File: src/hw/rtl/assert_macros.svh
// Concurrent assertion helpers; clk and rst must be visible at the point of use.
`ifndef ASSERT_MACROS_SVH
`define ASSERT_MACROS_SVH

// same-cycle implication
`define ASSERT_NOW(label, ante, cons, msg) \
  label: assert property (@(posedge clk) disable iff (rst) (ante) |-> (cons)) \
    else $error(msg);

// next-cycle implication
`define ASSERT_NEXT(label, ante, cons, msg) \
  label: assert property (@(posedge clk) disable iff (rst) (ante) |=> (cons)) \
    else $error(msg);

`endif

File: src/hw/rtl/ihp_ram.sv
`timescale 1ns / 1ps

module ihp_ram #(
  parameter int WIDTH = 8,
  parameter int DEPTH = 256
) (
  input  logic                     clk,
  input  logic                     wr_en,
  input  logic [$clog2(DEPTH)-1:0] wr_addr,
  input  logic [WIDTH-1:0]         wr_data,
  input  logic                     rd_en,
  input  logic [$clog2(DEPTH)-1:0] rd_addr,
  output logic [WIDTH-1:0]         rd_data
);

  logic [WIDTH-1:0] mem [DEPTH];

  always_ff @(posedge clk) begin
    if (wr_en) begin
      mem[wr_addr] <= wr_data;
    end
    if (rd_en) begin
      rd_data <= mem[rd_addr];
    end
  end

endmodule

File: config.mk
export PLATFORM = sky130hd
export DESIGN_NAME = ihp_ram
export DESIGN_NICKNAME = d
export VERILOG_FILES = /design/src/hw/rtl/assert_macros.svh /design/src/hw/rtl/ihp_ram.sv
export SDC_FILE = /design/constraint.sdc
export NUM_CORES = 2
export LEC_CHECK = 0
export BUFFER_PORTS_ARGS = -buffer_cell sky130_fd_sc_hd__clkbuf_2
export CAP_MARGIN = 10
export CORE_ASPECT_RATIO = 1.4
export CORE_MARGIN = 4
export CORE_UTILIZATION = 60
export CTS_BUF_LIST = sky130_fd_sc_hd__clkbuf_8
export DETAILED_ROUTE_END_ITERATION = 10
export PLACE_DENSITY_LB_ADDON = 0.05
export SYNTH_ARGS = -nofsm -noshare
export SYNTH_HDL_FRONTEND = slang
export SYNTH_SLANG_ARGS = --single-unit
File: constraint.sdc
create_clock -name clk -period 3.6 [get_ports clk]
set_clock_uncertainty 0.05 [all_clocks]
set_input_delay 0.36 -clock clk [delete_from_list [all_inputs] [get_ports clk]]
set_output_delay 0.36 -clock clk [all_outputs]
set_load 0.005 [all_outputs]
; Word level (Yosys, flattened, before mapping)
; Memories as Yosys holds them, arrays and structs flattened. A register that Yosys moved wholly into a read port is not among the register bits.
; Index checks and enable logic that the tools add are counted.
[op_classes]
n_mux = 2
[op_table]
columns = op, n
row1 = 1-bit two-way mux, 2
[word_totals]
n_memories = 1
ramBits = 2048
reg_bits = 0
elab_cells = 3
[mem_list]
columns = memory, depth, width, rd, rd_clocked_by_memory_dff, write_ports, line_no
row1 = mem, 256, 8, 1, 1, 1, ihp_ram.sv:16  ; logic [WIDTH-1:0] mem [DEPTH];

; Logic depth before layout (Yosys ltp)
[depth]
ltp_word = 2
mapped_depth = 11
depth_no_buf = 6

; Worst setup path before layout
; Ideal clock, no wire load.
[synth_path]
path_type = in2reg
from = input rd_addr[0]
to = register rd_data[2], read port of mem (data pin)
stages = 9
required_ns = 3.281
setup_time_ns = 0.269
arrival_ns = 2.167
setup_slack_ns = 1.114
path_cell_list = buf_6 -> buf_12 -> buf_8 -> buf_2 -> mux4_2 -> a22oi_1 -> a21oi_1 -> nor4_1 -> nor4_2
[synth_rtl]
columns = item, line_no
row1 = start: declaration, ihp_ram.sv:12  ; input logic [$clog2(DEPTH)-1:0] rd_addr,
row2 = end: declaration, ihp_ram.sv:13  ; output logic [WIDTH-1:0] rd_data

==> flow_metrics.env <==
export IMPL_synth_yosys_warnings=0
export IMPL_async_reset_ff_share_pct=0
export IMPL_cts_sinks=2056
export IMPL_grt_pass1_wl_mm=295
export IMPL_fp_dieArea_um2=139000
export IMPL_synth_cells=3733
export IMPL_ys_top_cells_by_count="2,056 x edfxtp_1, 454 x mux4_2, 282 x nor2_1, 134 x mux2i_1, 133 x a22oi_1"
export IMPL_clkTransAtPathRegs_ns=0.06
export IMPL_drt_drc_violations_left=0
export IMPL_routed_wl_mm=204
export IMPL_max_stage_delay_ns=0.68
export IMPL_power_mw=46.2
export IMPL_crit_buf_inv=0
export IMPL_io_pin_count=35
export IMPL_finalNetCount=4319
export IMPL_cp_required_ns=4.26
export IMPL_drv_slew=0
export IMPL_multi_input_area_um2=16500
export IMPL_path_cells="mux4_2, a22o_1, a221oi_1, o32ai_1, nor3_1, nor4_1"
export IMPL_grt_usage_pct=30.1
export IMPL_clk_path_buf_depth=4
export IMPL_worst_endpoint_arrival_ns=3.82
export IMPL_period_minus_slack_ns=3.16
export IMPL_wl_per_cell_um=32.6
export IMPL_core_area_um2=131000
export IMPL_port_buffer_count=34
export IMPL_place_area_um2=84500
export IMPL_layout_setup_ws_ns=0.436
export IMPL_area_delta_synth_final_pct=13.0
export IMPL_place_ws_ns=-0.377
export IMPL_crit_type="flip-flop to flip-flop"
export IMPL_regArea_um2=61700
export IMPL_num_vias=40700
export IMPL_yosysSeqAreaShare_pct=77.5
export IMPL_irDropWorstVdd_mv=0.438
export IMPL_worst_pin_slew_ns=1.25
export IMPL_cts_resized=0
export IMPL_hold_ws_ns=0.0266
export IMPL_drive_gt1_share_pct=29.0
export IMPL_p_leak_nw=28.9
export IMPL_crit_slowest_cell="nor3_1"
export IMPL_synth_top_cell_area_share_pct=77.5
export IMPL_rsz0062_at_grt="false"
export IMPL_via_per_inst=6.51
export IMPL_synth_avg_cell_area_um2=21.3
export IMPL_firstDrtPassIters=6
export IMPL_crit_family="compound AO/OA/AOI/OAI gates"
export IMPL_syn_area_um2=79600
export IMPL_yosys_register_bits=2056
export IMPL_hold_class="input pin to flip-flop"
export IMPL_num_rows=157
export IMPL_initial_utilization_pct=60.6
export IMPL_setup_violations_final=0
export IMPL_synth_area_leader_cell="edfxtp_1"
export IMPL_htree_levels=5
export IMPL_dieHeight_um=439
export IMPL_cts_root_buf="clkbuf_8"
export IMPL_finalHoldViolations=0
export IMPL_gr_total_overflow=0
export IMPL_synth_area_leaders="edfxtp_1 78%, mux4_2 13%, mux2i_1 1.7%"
export IMPL_crit_fanout=1
export IMPL_yosysMostFrequentCell="edfxtp_1"
export IMPL_cts_buffers=313
export IMPL_maxCapViolCount=0
export IMPL_grt_pass1_vias=42400
export IMPL_hpwlAfterDp_mm=132
export IMPL_pwr_density_cell_nw_per_um2=513
export IMPL_end_kind="flip-flop"
export IMPL_critPathLaunchType="flip-flop"
export IMPL_cts_tree="yes"
export IMPL_place_gp_congestion=0.877
export IMPL_fin_crit_sh_pct=87.9
export IMPL_status="completed"
export IMPL_initialDrtViolationCount=4622
export IMPL_ant_nets=0
export IMPL_n_fill_cell=8292
export IMPL_synth_edf_count=2056
export IMPL_slew_headroom_pct=16.6
export IMPL_fin_setup_tns_ns=0
export IMPL_design_area_um2=90000
export IMPL_grt_max_degree=132
export IMPL_antenna_found_initial=9
export IMPL_max_freq_mhz=316
export IMPL_synth_distinct_cells=54
export IMPL_synth_fp_nets=3760
export IMPL_clkLatencyLatePin_ns=1.02
export IMPL_fp_dieW_um=316
export IMPL_ys_flop_type="edfxtp_1"
==> flip-flops by register name (all words and copies together) (netlist names) <==
register	count
rd_data	8
mem	2048
==> layer usage <==
metal | global-route usage, % | vias up | routed length, µm
met5 | 0 | - | 52
met4 | 12.4 | 8 | 9640
met3 | 6.93 | 444 | 17800
met2 | 49.9 | 2090 | 103000
met1 | 38.9 | 21400 | 73000
li1 | - | 16800 | -
==> stage by stage <==
step | cells | util, %
6_report | 6258 | 68.5
5_1_grt | 6255 | 68.4
3_3_place_gp | 5718 | 64.3
2_1_floorplan | 3733 | -
3_5_place_dp | 5718 | 64.3
4_1_cts | 6251 | 68.4
==> final cells by class <==
type                            count  share of cell area [%]
Clock buffer                      322                    4.93
Multi-Input combinational cell   1442                    18.3
Inverter                            2                 0.00835
Tap cell                         1749                    2.43
Timing Repair Buffer              477                    4.59
Antenna cell                        6                  0.0167
Sequential cell                  2056                    68.6
Clock inverter                    204                    1.09
==> path summary, 6_finish.rpt <==
| kind | to | depth (start not counted) | slack [ns] | from |
|---|---|---|---|---|
| worst min register to register | rd_data[2] | 6 | 1.16 | mem[51][2] |
| worst max register to register | rd_data[5] | 6 | 0.44 | mem[82][5] |
| worst min-delay path | mem[77][7] | 1 | 0.03 | wr_data[7] |
| worst max-delay path | rd_data[5] | 6 | 0.44 | mem[82][5] |
==> what timing repair did <==
item / in CTS / in global routing
hold endpoints to repair: 134 / 0
buffers inserted: 0 / 0
hold buffers: 7 / 0
==> placed cells by master, fill, tap and decap left out, drive strengths merged, types with 80 or more instances in the layout <==
| master | count |
|---|---|
| buf | 440 |
| nor2 | 282 |
| mux4 | 456 |
| a21oi | 96 |
| clkbuf | 352 |
| edfxtp | 2056 |
| clkinv | 117 |
| mux2i | 134 |
| inv | 80 |
| a22oi | 133 |
==> power breakdown <==
part           switching, mW  internal, mW
Clock                   8.51          8.68
Sequential            0.0283          26.4
Combinational           1.62         0.945
==> logic make-up after synthesis <==
| logic type | Yosys count | share of synthesized area (%) |
|---|---|---|
| DFF | 2056 | 77.5 |
| muxes | 591 | 14.6 |
| and+or+nand+nor | 466 | 2.63 |
| AOI/OAI and AO/OA | 385 | 3.42 |
| buffers and inverters | 235 | 1.83 |
(Power assumes the default switching activity.)
