--- src/hw/rtl/assert_macros.svh ---
// Concurrent assertion helpers; clk and rst must be visible at the point of use.
`ifndef ASSERT_MACROS_SVH
`define ASSERT_MACROS_SVH

// same-cycle implication
`define ASSERT_NOW(label, ante, cons, msg) \
  label: assert property (@(posedge clk) disable iff (rst) (ante) |-> (cons)) \
    else $error(msg);

// next-cycle implication
`define ASSERT_NEXT(label, ante, cons, msg) \
  label: assert property (@(posedge clk) disable iff (rst) (ante) |=> (cons)) \
    else $error(msg);

`endif

--- src/hw/rtl/ihp_pkg.sv ---
`timescale 1ns / 1ps

package ihp_pkg;

  localparam int ID_W     = 8;
  localparam int KEY_W    = 32;
  localparam int STATUS_W = 2;
  localparam int COUNT_W  = 9;

  localparam logic CMD_INSERT = 1'b0;
  localparam logic CMD_DELETE = 1'b1;

  localparam logic [STATUS_W-1:0] ST_OK      = 2'd0;
  localparam logic [STATUS_W-1:0] ST_FULL    = 2'd1;
  localparam logic [STATUS_W-1:0] ST_PRESENT = 2'd2;
  localparam logic [STATUS_W-1:0] ST_ABSENT  = 2'd3;

  // operand selection of the shared key comparator
  localparam logic [1:0] CMP_CUR_RD   = 2'd0;
  localparam logic [1:0] CMP_RD_CAND  = 2'd1;
  localparam logic [1:0] CMP_CAND_CUR = 2'd2;

endpackage

--- src/hw/rtl/ihp_key_cmp.sv ---
`timescale 1ns / 1ps

module ihp_key_cmp #(
  parameter int KW = 32
) (
  input  logic [1:0]    sel,
  input  logic [KW-1:0] cur_key,
  input  logic [KW-1:0] cand_key,
  input  logic [KW-1:0] rd_key,
  output logic          gt
);
  import ihp_pkg::*;

  logic signed [KW-1:0] op_a;
  logic signed [KW-1:0] op_b;

  always_comb begin
    unique case (sel)
      CMP_CUR_RD: begin
        op_a = cur_key;
        op_b = rd_key;
      end
      CMP_RD_CAND: begin
        op_a = rd_key;
        op_b = cand_key;
      end
      CMP_CAND_CUR: begin
        op_a = cand_key;
        op_b = cur_key;
      end
      default: begin
        op_a = cur_key;
        op_b = cur_key;
      end
    endcase
  end

  assign gt = op_a > op_b;

endmodule

--- config.mk ---
export PLATFORM = sky130hd
export DESIGN_NAME = ihp_key_cmp
export DESIGN_NICKNAME = d
export VERILOG_FILES = /design/src/hw/rtl/assert_macros.svh /design/src/hw/rtl/ihp_pkg.sv /design/src/hw/rtl/ihp_key_cmp.sv
export SDC_FILE = /design/constraint.sdc
export NUM_CORES = 1
export LEC_CHECK = 0
export BUFFER_PORTS_ARGS = -buffer_cell sky130_fd_sc_hd__buf_2
export CAP_MARGIN = 40
export CORE_ASPECT_RATIO = 1.25
export CORE_UTILIZATION = 50
export DETAILED_ROUTE_END_ITERATION = 7
export PLACE_DENSITY = 0.86
export SYNTH_ARGS = -nofsm -noshare
export SYNTH_HDL_FRONTEND = slang
export SYNTH_SLANG_ARGS = --single-unit
--- constraint.sdc ---
create_clock -name vclk -period 6
set_clock_uncertainty 0.2 [all_clocks]
set_input_delay 1.2 -clock vclk [all_inputs]
set_output_delay 1.2 -clock vclk [all_outputs]
set_load 0.01 [all_outputs]
==> After elaboration in Yosys (flattened, before gate mapping) <==
Index checks and enable logic that the tools add are counted.
{ "op_classes": {"order_cmp": 1, "n_eq_ne": 2, "n_mux": 2, "reduce_logical": 1} }
{ "ops": {"columns": ["op", "n"], "rows": [
  ["one-hot mux 32 bit (2 select lines)", 2],
  ["greater-than comparator 32 bit", 1],
  ["== test 2 x 1 -> 1 bit (second input constant)", 1],
  ["== test 2 bit (second input constant)", 1],
  ["logical NOT 2 bit", 1]
]} }
{ "totals": {"reg_bits": 0, "inputBits": 98, "out_inout_bits": 1} }

==> Logic depth before layout (Yosys ltp) <==
Gate-level depths: netlist of run 1.
{ "depth": {"ltp_word": 3, "mapped_depth": 14, "depth_no_buf": 12} }

==> Worst setup path before layout of run 1 <==
Ideal clock, no wire load.
{ "synth_timing": {"kind": "input -> output", "startpoint": "input port sel[0]", "endpoint": "output port gt", "arrival_ps": 3647, "slack_ps": 953, "cell_stages": 13, "cell_sequence": "inv_1 -> ha_1 -> clkbuf_1 -> clkbuf_1 -> nor2_1 -> a21oi_1 -> ha_1 -> a21oi_2 -> nand2_1 -> a221o_1 -> o31ai_1 -> o2111ai_1 -> mux2i_1"} }
{ "synth_between": {"elab_chain_len": 3} }
{ "synth_rtl": {"columns": ["element", "line", "rtl"], "rows": [
  ["from (decl)", "ihp_key_cmp.sv:6", "input logic [1:0] sel,"],
  ["== test 2 bit (tied with other cells)", "ihp_key_cmp.sv:18", "unique case (sel)"],
  ["one-hot mux 32 bit (2 select lines)", "ihp_key_cmp.sv:18", null],
  ["greater-than comparator 32 bit (*)", "ihp_key_cmp.sv:38", "assign gt = op_a > op_b;"],
  ["to (decl)", "ihp_key_cmp.sv:10", "output logic gt"]
]} }
Mark *: on every way between the ends. The rest lies on a longest branch, timed or not.

==> Final worst setup path of run 1 <==
Same ends and word-level chain as after synthesis.

==> results of run 1 <==
[worst max-delay path, delay by kind of cell]
kind | cells | cell delay, ns
AO/OA/AOI/OAI | 3 | 0.40
adder cells (fa/ha/maj) | 2 | 0.99
buffers and inverters | 4 | 0.72
multiplexers | 1 | 0.20
AND/OR/NAND/NOR | 2 | 0.60
[area by class of cell]
class	instances	area [µm²]	share of cell area, %
Timing Repair Buffer	104	533	23.2
Multi-Input combinational cell	246	1710	74.5
Tap cell	37	46.3	2.02
Inverter	2	7.51	0.327
[timing repair]
action | CTS | global route
hold buffers | 0 | 0
endpoints found under the setup margin | 0 | 1
resized for setup | 0 | 2
endpoints found under the hold margin | 0 | 0
[synthesized netlist by cell type, types with 2 or more instances]
library cell  count
ha_1             35
nand2_1           9
a21o_1            4
buf_1             4
a22oi_1          33
clkbuf_1         20
o21ai_0           5
nand4_1           7
nor2_1           35
nor4_1            2
inv_1             2
a21oi_1          73
nand3_1           3
a22o_1           31
[per-stage QoR]
step | instance area (µm²) | std cells | setup WS [ns] | hold WS (ns) | utilization, %
global placement | 2280 | 389 | 0.317 | 2.82 | 69.0
finish | 2300 | 389 | 0.449 | 2.84 | 69.4
detailed placement | 2280 | 389 | 0.272 | 2.84 | 69.0
floorplan | 1790 | 272 | 0.953 | 2.58 | -
global route | 2300 | 389 | 0.185 | 2.89 | 69.4
CTS | 2280 | 389 | 0.262 | 2.83 | 69.0
[cell usage in the layout, fill, tap and decap left out, types with 2 or more instances in the layout]
master and instances:
ha_1 33, nand2_1 9, nand4_1 7, buf_4 5, nor4_1 2, nor2_1 34
a21o_1 4, a21oi_1 73, o21ai_0 5, a22o_1 31, nand3_1 3, inv_1 2
a22oi_1 33, buf_2 99
[power breakdown]
group	total (mW)	internal (mW)	leakage, nW	switching (mW)
Clock	0	0	0	0
Combinational	0.243	0.112	1.13	0.130
Sequential	0	0	0	0
[routing by layer]
metal	wire, µm	part of all wire [%]
met5	0	0
met4	0	0
met3	356	6.7
met2	2760	52
met1	2240	42
[worst max path at each step]
| stage | from | depth (start not counted) | end | slack (ns) |
|---|---|---|---|---|
| global route | sel[0] | 12 | gt | 0.18 |
| finish | sel[0] | 12 | gt | 0.45 |
| global placement | sel[1] | 13 | gt | 0.32 |
| CTS | sel[1] | 13 | gt | 0.26 |
| detailed placement | sel[1] | 13 | gt | 0.27 |
| floorplan | sel[0] | 13 | gt | 0.95 |
[logic make-up (layout without fill, tap and decap cells)]
logic type      after synthesis  in the layout  synth area share [%]
mux                           1              1                 0.561
fa+ha+maj                    35             35                  24.5
simple gates                 57             57                  13.6
compound gates              153            153                  55.9
buf+inv                      26            106                  5.47
==> metrics.md, run 1 <==
| Metric | Value |
|---|---|
| Cells after synthesis | 272 |
| Nature of the critical path endpoint | output port |
| Post-CTS setup buffer count | 0 |
| CP cell instances | buf_2 -> inv_1 -> ha_2 -> buf_4 -> a21oi_1 -> ha_1 -> nand4_1 -> nor4_1 -> o31ai_1 -> o2111ai_1 -> mux2i_1 -> buf_2 |
| Drt pass-1 iters | 5 |
| Initial cell density of the core | between 50% and 60% |
| Area grow syn2layout | 28.7% |
| Measured slew at the worst slew-check pin | roughly 0.58 ns |
| WHS Endpoint | gt |
| Post-route setup TNS | 0 ns |
| Core Footprint | approximately 3300 µm² |
| Required @ worst endpoint | roughly 4.6 ns |
| WHS Path Cells | 5 |
| Wire per inst | around 14 µm |
| Share of layout cells above drive strength 1 | 30.7% |
| RSZ-0062 raised after global routing | false |
| Tcrit/Tclk final | approximately 93% |
| GR Util met2 | 53.2% |
| Worst stage delay on the critical path | 0.65 ns |
| Tightest Hold Check Type | in -> out |
| Total Power | between 0.2 and 0.25 mW |
| Residual DRC | 0 |
| Met1 usage | 30.5% |
| PwrDens | approximately 110 nW/µm² |
| Register area share after synthesis | 0% |
| Clock buf count | 0 |
| Die span in x | about 55 µm |
| Synthesized area | ~1800 µm² |
| YS warnings | 0 |
| # rows | 23 |
| Pleak | approximately 1.1 nW |
| Layout fillers | between 200 and 300 |
| Worst Path Arrival | 4.15 ns |
| Status | finished clean |
| Final WL | about 5300 µm |
| Worst Min Path Start | cur_key[31] |
| Post-synth top area share | about a quarter |
| Largest net degree at the start of global routing | 39 |
| Final sequential cell count | 0 |
| Max Slew Vio Count | 0 |
| Mean Syn Cell Area | about 6.6 µm² |
| DR iter-0 viols | about 190 |
| Final #Nets | between 400 and 500 |
| Die Area | approximately 3800 µm² |
| Synth top area cells | ha_1 25%, a21oi_1 20%, a22o_1 15% |
| Netlist cell types | 23 |
| Fin crit period | roughly 5.6 ns |
| Total grt overflow | 0 |
| Fmax | ~180 MHz |
| Crit path kind | in -> out |
| Rel. slew slack | between 60% and 70% |
| Port Buf Inserts | approximately 100 |
| Vias in the first global route | roughly 2100 |
| Post-synth top area cell | ha_1 |
| Worst setup SP type | primary input |
| Die span in y | 68.8 µm |
| ANT cells | 0 |
| Final Hold Fails | 0 |
| Crit path top cell by count | buf_2 |
| Max-cap viol count | 0 |
| GR Util met3 | less than 1% |
| Initial antenna violation count | 0 |
| Post-DRT Antenna Nets | 0 |
| Syn_nets | ~410 |
| First-pass GRT wire length | around 8500 µm |
| Gr busiest metal | met2 |
| Slowest-stage cell, CP | ha_2 |
| RD Place Congestion | 0.875 |
| VDD IR max | 72.2 µV |
| Final setup violation count | 0 |
| Sequential Area | 0 µm² |
| Detailed Place HPWL | 4110 µm |
| Gr usage total | between 20% and 30% |
| Vias | ~2500 |
| # IOs | a little under 100 |
| DR vias/cell | about 6.3 |
| Max FO, Critical Path | 34 |
(Power assumes the default switching activity.)
==> run 2, diff against run 1 <==
CORE_UTILIZATION = 51   (was 50)
PLACE_DENSITY = 0.87   (was 0.86)
==> metrics.md, run 2 (synthesized netlist as in run 1, its figures left out) <==
| Metric | Value |
|---|---|
| Status | finished clean |
| Commonest non-fill, non-tap cell in the layout | buf_2 |
| Residual DRC | 0 (unchanged) |
| Rel. slew slack | 65.5% (+4.3 points) |
| Tcrit/Tclk final | 90.8% (-1.7 points) |
| Final WL | 5160 µm (-3.6%) |
| Area grow syn2layout | 29.1% |
| Area after DPL | 2300 µm² (+0.99%) |
| Post-route setup TNS | 0 ns (unchanged) |
| Initial antenna violation count | 0 (unchanged) |
| Post-CTS Resized | 0 (unchanged) |
| Sequential Area | 0 µm² (unchanged) |
| Clock buf count | 0 (unchanged) |
| # rows | 23 (unchanged) |
| Worst stage delay on the critical path | 0.63 ns (-0.02 ns) |
| Design Area, Final | 2300 µm² (+0.33%) |
| Vias | 2416 (-1.9%) |
| Largest net degree at the start of global routing | 41 (+5.1%) |
| Post-DRT Antenna Nets | 0 (unchanged) |
| Crit path top cell by count | buf_2 |
| Tightest Hold Check Type | in -> out |
| Worst Path Arrival | 4.05 ns (-0.10 ns) |
| GR Util met3 | 1.11% (+0.36 points) |
| Nature of the critical path endpoint | output port |
| Inst Count DP | 392 (+0.77%) |
| RD Place Congestion | 0.803 (-8.2%) |
| Worst setup SP type | primary input |
| Total grt overflow | 0 (unchanged) |
| VDD IR max | 66.1 µV (-8.5%) |
| RSZ-0062 raised after global routing | false |
| Die Area | 3740 µm² (-1.9%) |
| # IOs | 99 (unchanged) |
| Pleak | 1.14 nW (+1.0%) |
| Detailed Place HPWL | 4180 µm (+1.7%) |
| Die span in y | 68.2 µm (-0.96%) |
| DR iter-0 viols | 81 (-57%) |
| Slowest-stage cell, CP | ha_2 |
| Final core occ | 70.3% (+0.84 points) |
| Max-cap viol count | 0 (unchanged) |
| Core Footprint | 3280 µm² (-0.87%) |
| Port Buf Inserts | 99 (unchanged) |
| Fin crit period | 5.45 ns (-0.101 ns) |
| PwrDens | 105 nW/µm² (-0.43%) |
| Post-CTS setup buffer count | 0 (unchanged) |
| Largest delay share family, worst path | adder cells |
| Required @ worst endpoint | 4.60 ns (about the same) |
| Die span in x | 54.9 µm (-0.96%) |
| Critical path buffer and inverter count | 4 (unchanged) |
| Gr busiest metal | met2 |
| ANT cells | 0 (unchanged) |
| Final setup violation count | 0 (unchanged) |
| Clk pwr share | 0% (unchanged) |
| Measured slew at the worst slew-check pin | 0.517 ns (-0.0640 ns) |
| Final #Nets | 490 (+0.62%) |
| Gr usage total | 26.7% (+0.87 points) |
| Max FO, Critical Path | 34 (unchanged) |
| Final Hold Fails | 0 (unchanged) |
| Final sequential cell count | 0 (unchanged) |
| Place WS | 0.580 ns (+0.308 ns) |
| Sw power | 0.129 mW (-1.2%) |
| Post-Layout Cell Count | 392 (+0.77%) |
| Initial cell density of the core | 54.4% (+0.47 points) |
| Crit path kind | in -> out |
| Met1 usage | 31.4% (+0.93 points) |
| Total Power | 0.242 mW (-0.11%) |
| Drt pass-1 iters | 5 (unchanged) |
| Vias in the first global route | 2065 (-2.5%) |
| Share of layout cells above drive strength 1 | 31.3% (+0.59 points) |
| GR Util met2 | 52.3% (-0.90 points) |
| Sw frac | 53.1% (-0.57 points) |
| Max Slew Vio Count | 0 (unchanged) |
| Most frequent cells in the layout | 99 x buf_2, 73 x a21oi_1, 34 x nor2_1 |
| Combinational power share | 100.0% (about the same) |
| Wire per inst | 13.2 µm (-4.3%) |
| DR vias/cell | 6.16 (-2.7%) |
| Internal cell power | 0.114 mW (+1.1%) |
| Hold-fix buffers, CTS | 0 (unchanged) |
| Seq pwr share | 0% (unchanged) |
| WHS | 2.86 ns (+0.0179 ns) |
| First-pass GRT wire length | 7910 µm (-6.7%) |
| Layout fillers | 291 (-1.0%) |
| CP cell instances | buf_2 -> inv_1 -> ha_2 -> buf_4 -> a21oi_1 -> ha_1 -> nand4_1 -> nor4_1 -> o31ai_1 -> o2111ai_1 -> mux2i_1 -> buf_2 |
| Fmax | 183 MHz (+1.8%) |
| Worst setup margin | 0.549 ns (+0.101 ns) |
[run 2: changes by cell type in the layout (fill, tap and decap cells not counted)]
cell / change
ha_4: -1
ha_2: +1
nor2_4: -1
nor2_2: +1
buf_4: +3
[run 2: power groups by stage]
stage / Sequential [mW] / Clock [mW] / Combinational (mW)
finish: 0 / 0 / 0.242
global route: 0 / 0 / 0.277
CTS: 0 / 0 / 0.242
detailed placement: 0 / 0 / 0.240
global placement: 0 / 0 / 0.234
floorplan: 0 / 0 / 0.161
[run 2: final cells by class]
type                            instances  area (µm²)  share of cell area (%)
Timing Repair Buffer                  107         556                    24.1
Tap cell                               37        46.3                    2.01
Multi-Input combinational cell        246        1700                    73.6
Inverter                                2        7.51                   0.326
[run 2: metal layers]
metal  vias to the layer above  wire length [µm]
met5                         -                 0
li1                       1249                 -
met1                      1071              2240
met3                         2               322
met4                         0                15
met2                        94              2580
[run 2: final timing paths]
| check | startpoint | end | slack [ns] | cells past startpoint |
|---|---|---|---|---|
| hold / removal | cur_key[31] | gt | 2.86 | 5 |
| setup / recovery | sel[1] | gt | 0.55 | 12 |
==> run 3, diff against run 2 <==
CORE_MARGIN = 4   (was not set)
==> metrics.md, run 3 (synthesized netlist as in run 1, its figures left out) <==
| Metric | Value |
|---|---|
| Die Area | 4520 µm² (+21%) |
| Nature of the critical path endpoint | output port |
| Layout fillers | 297 (+2.1%) |
| VDD IR max | 60.4 µV (-8.6%) |
| Final sequential cell count | 0 (unchanged) |
| Final Hold Fails | 0 (unchanged) |
| Area grow syn2layout | 28.2% |
| Total Power | 0.243 mW (+0.42%) |
| Largest net degree at the start of global routing | 35 (-15%) |
| Share of layout cells above drive strength 1 | 30.9% (-0.39 points) |
| Fin crit period | 5.45 ns (+0.000603 ns) |
| Drt pass-1 iters | 4 (-1) |
| Final WL | 5570 µm (+8.0%) |
| Core Footprint | 3280 µm² (unchanged) |
| Inst Count DP | 390 (-0.51%) |
| Largest delay share family, worst path | adder cells |
| Die span in y | 74.2 µm (+8.8%) |
| Sequential Area | 0 µm² (unchanged) |
| # rows | 23 (unchanged) |
| Worst stage delay on the critical path | 0.63 ns (about the same) |
| Worst Path Arrival | 4.05 ns (about the same) |
| Final #Nets | 488 (-0.41%) |
| RSZ-0062 raised after global routing | false |
| Met1 Wirelength | 2270 µm (+1.2%) |
| Worst setup SP type | primary input |
| Crit path kind | in -> out |
| Met2 wire length | 2750 µm (+6.7%) |
| Tcrit/Tclk final | 90.9% (about the same) |
| CP cell instances | buf_2 -> inv_1 -> ha_2 -> buf_4 -> nor2_1 -> a21oi_1 -> ha_1 -> nor2b_1 -> o211ai_1 -> a21boi_1 -> o31ai_1 -> o2111ai_1 -> mux2i_1 -> buf_2 |
| Top sig layer | met4 |
| Pleak | 1.13 nW (-0.83%) |
| ANT cells | 0 (unchanged) |
| Vias in the first global route | 2295 (+11%) |
| Crit path top cell by count | buf_2 |
| Rel. slew slack | 64.4% (-1.1 points) |
| Vias | 2464 (+2.0%) |
| Initial cell density of the core | 54.4% (unchanged) |
| Met3 WL | 451 µm (+40%) |
| Final setup violation count | 0 (unchanged) |
| Post-CTS setup buffer count | 0 (unchanged) |
| # IOs | 99 (unchanged) |
| Post-route setup TNS | 0 ns (unchanged) |
| Critical path buffer and inverter count | 4 (unchanged) |
| Hold-fix buffers, CTS | 0 (unchanged) |
| Footprint of the multi-input gates | 1700 µm² (unchanged) |
| Clock buf count | 0 (unchanged) |
| Status | finished clean |
| Detailed Place HPWL | 4600 µm (+10%) |
| Tightest Hold Check Type | in -> out |
| Post-Layout Cell Count | 390 (-0.51%) |
| Post-CTS Resized | 0 (unchanged) |
| Post-DRT Antenna Nets | 0 (unchanged) |
| Die span in x | 60.9 µm (+11%) |
| Max FO, Critical Path | 34 (unchanged) |
| Worst setup margin | 0.549 ns (-0.000603 ns) |
| Measured slew at the worst slew-check pin | 0.534 ns (+0.0162 ns) |
| Place WS | 0.595 ns (+0.0155 ns) |
| Final core occ | 69.8% (-0.46 points) |
| Residual DRC | 0 (unchanged) |
| First-pass GRT wire length | 9010 µm (+14%) |
| DR vias/cell | 6.32 (+2.5%) |
| Max-cap viol count | 0 (unchanged) |
| RD Place Congestion | 0.815 (+1.4%) |
| Max Slew Vio Count | 0 (unchanged) |
| Required @ worst endpoint | 4.60 ns (about the same) |
| Commonest non-fill, non-tap cell in the layout | buf_2 |
| Wire per inst | 14.3 µm (+8.6%) |
| Port Buf Inserts | 99 (unchanged) |
| Most frequent cells in the layout | 99 x buf_2, 73 x a21oi_1, 34 x nor2_1 |
| Initial antenna violation count | 0 (unchanged) |
| Fmax | 183 MHz (about the same) |
| Gr usage total | 24.0% (-2.7 points) |
| PwrDens | 106 nW/µm² (+1.1%) |
| Total grt overflow | 0 (unchanged) |
| DR iter-0 viols | 154 (+90%) |
| Slowest-stage cell, CP | ha_2 |
[run 3: cell count changes in the layout (fill, tap and decap cells not counted)]
cell | previous run | this run
buf_4 | 8 | 6
[run 3: power breakdown]
| group | internal, mW | leakage (nW) | total [mW] | switching (mW) |
|---|---|---|---|---|
| clock | 0 | 0 | 0 | 0 |
| combinational | 0.113 | 1.13 | 0.243 | 0.131 |
| sequential | 0 | 0 | 0 | 0 |
[run 3: metrics by stage]
step | cell area, µm² | hold WS, ns
after floorplan | 1790 | 2.58
after global placement | 2290 | 2.85
after detailed placement | 2290 | 2.85
after CTS | 2290 | 2.85
after global routing | 2290 | 2.88
final | 2290 | 2.85
[run 3: cell type report]
class / count / area share (%)
tap: 37 / 2.02
multi-input combinational: 246 / 74.0
timing repair buffer: 105 / 23.6
inverter: 2 / 0.328
[run 3: routing by layer]
layer / vias up / GRT usage (%)
li1: 1240 / -
met1: 1097 / 28.7
met2: 113 / 46.3
met3: 14 / 0.868
met4: 0 / 4.58
met5: - / 0
[run 3: worst min-delay path, delay by kind of cell]
kind	cells	cell delay, ns
buffers and inverters	2	0.24
adders and majority gates	1	0.18
muxes	1	0.09
AOI/OAI and AO/OA	1	0.13
[run 3: worst paths after layout]
| kind | start | end | slack [ns] | depth (start not counted) |
|---|---|---|---|---|
| worst max-delay path | sel[1] | gt | 0.55 | 14 |
| worst min-delay path | cur_key[31] | gt | 2.85 | 5 |
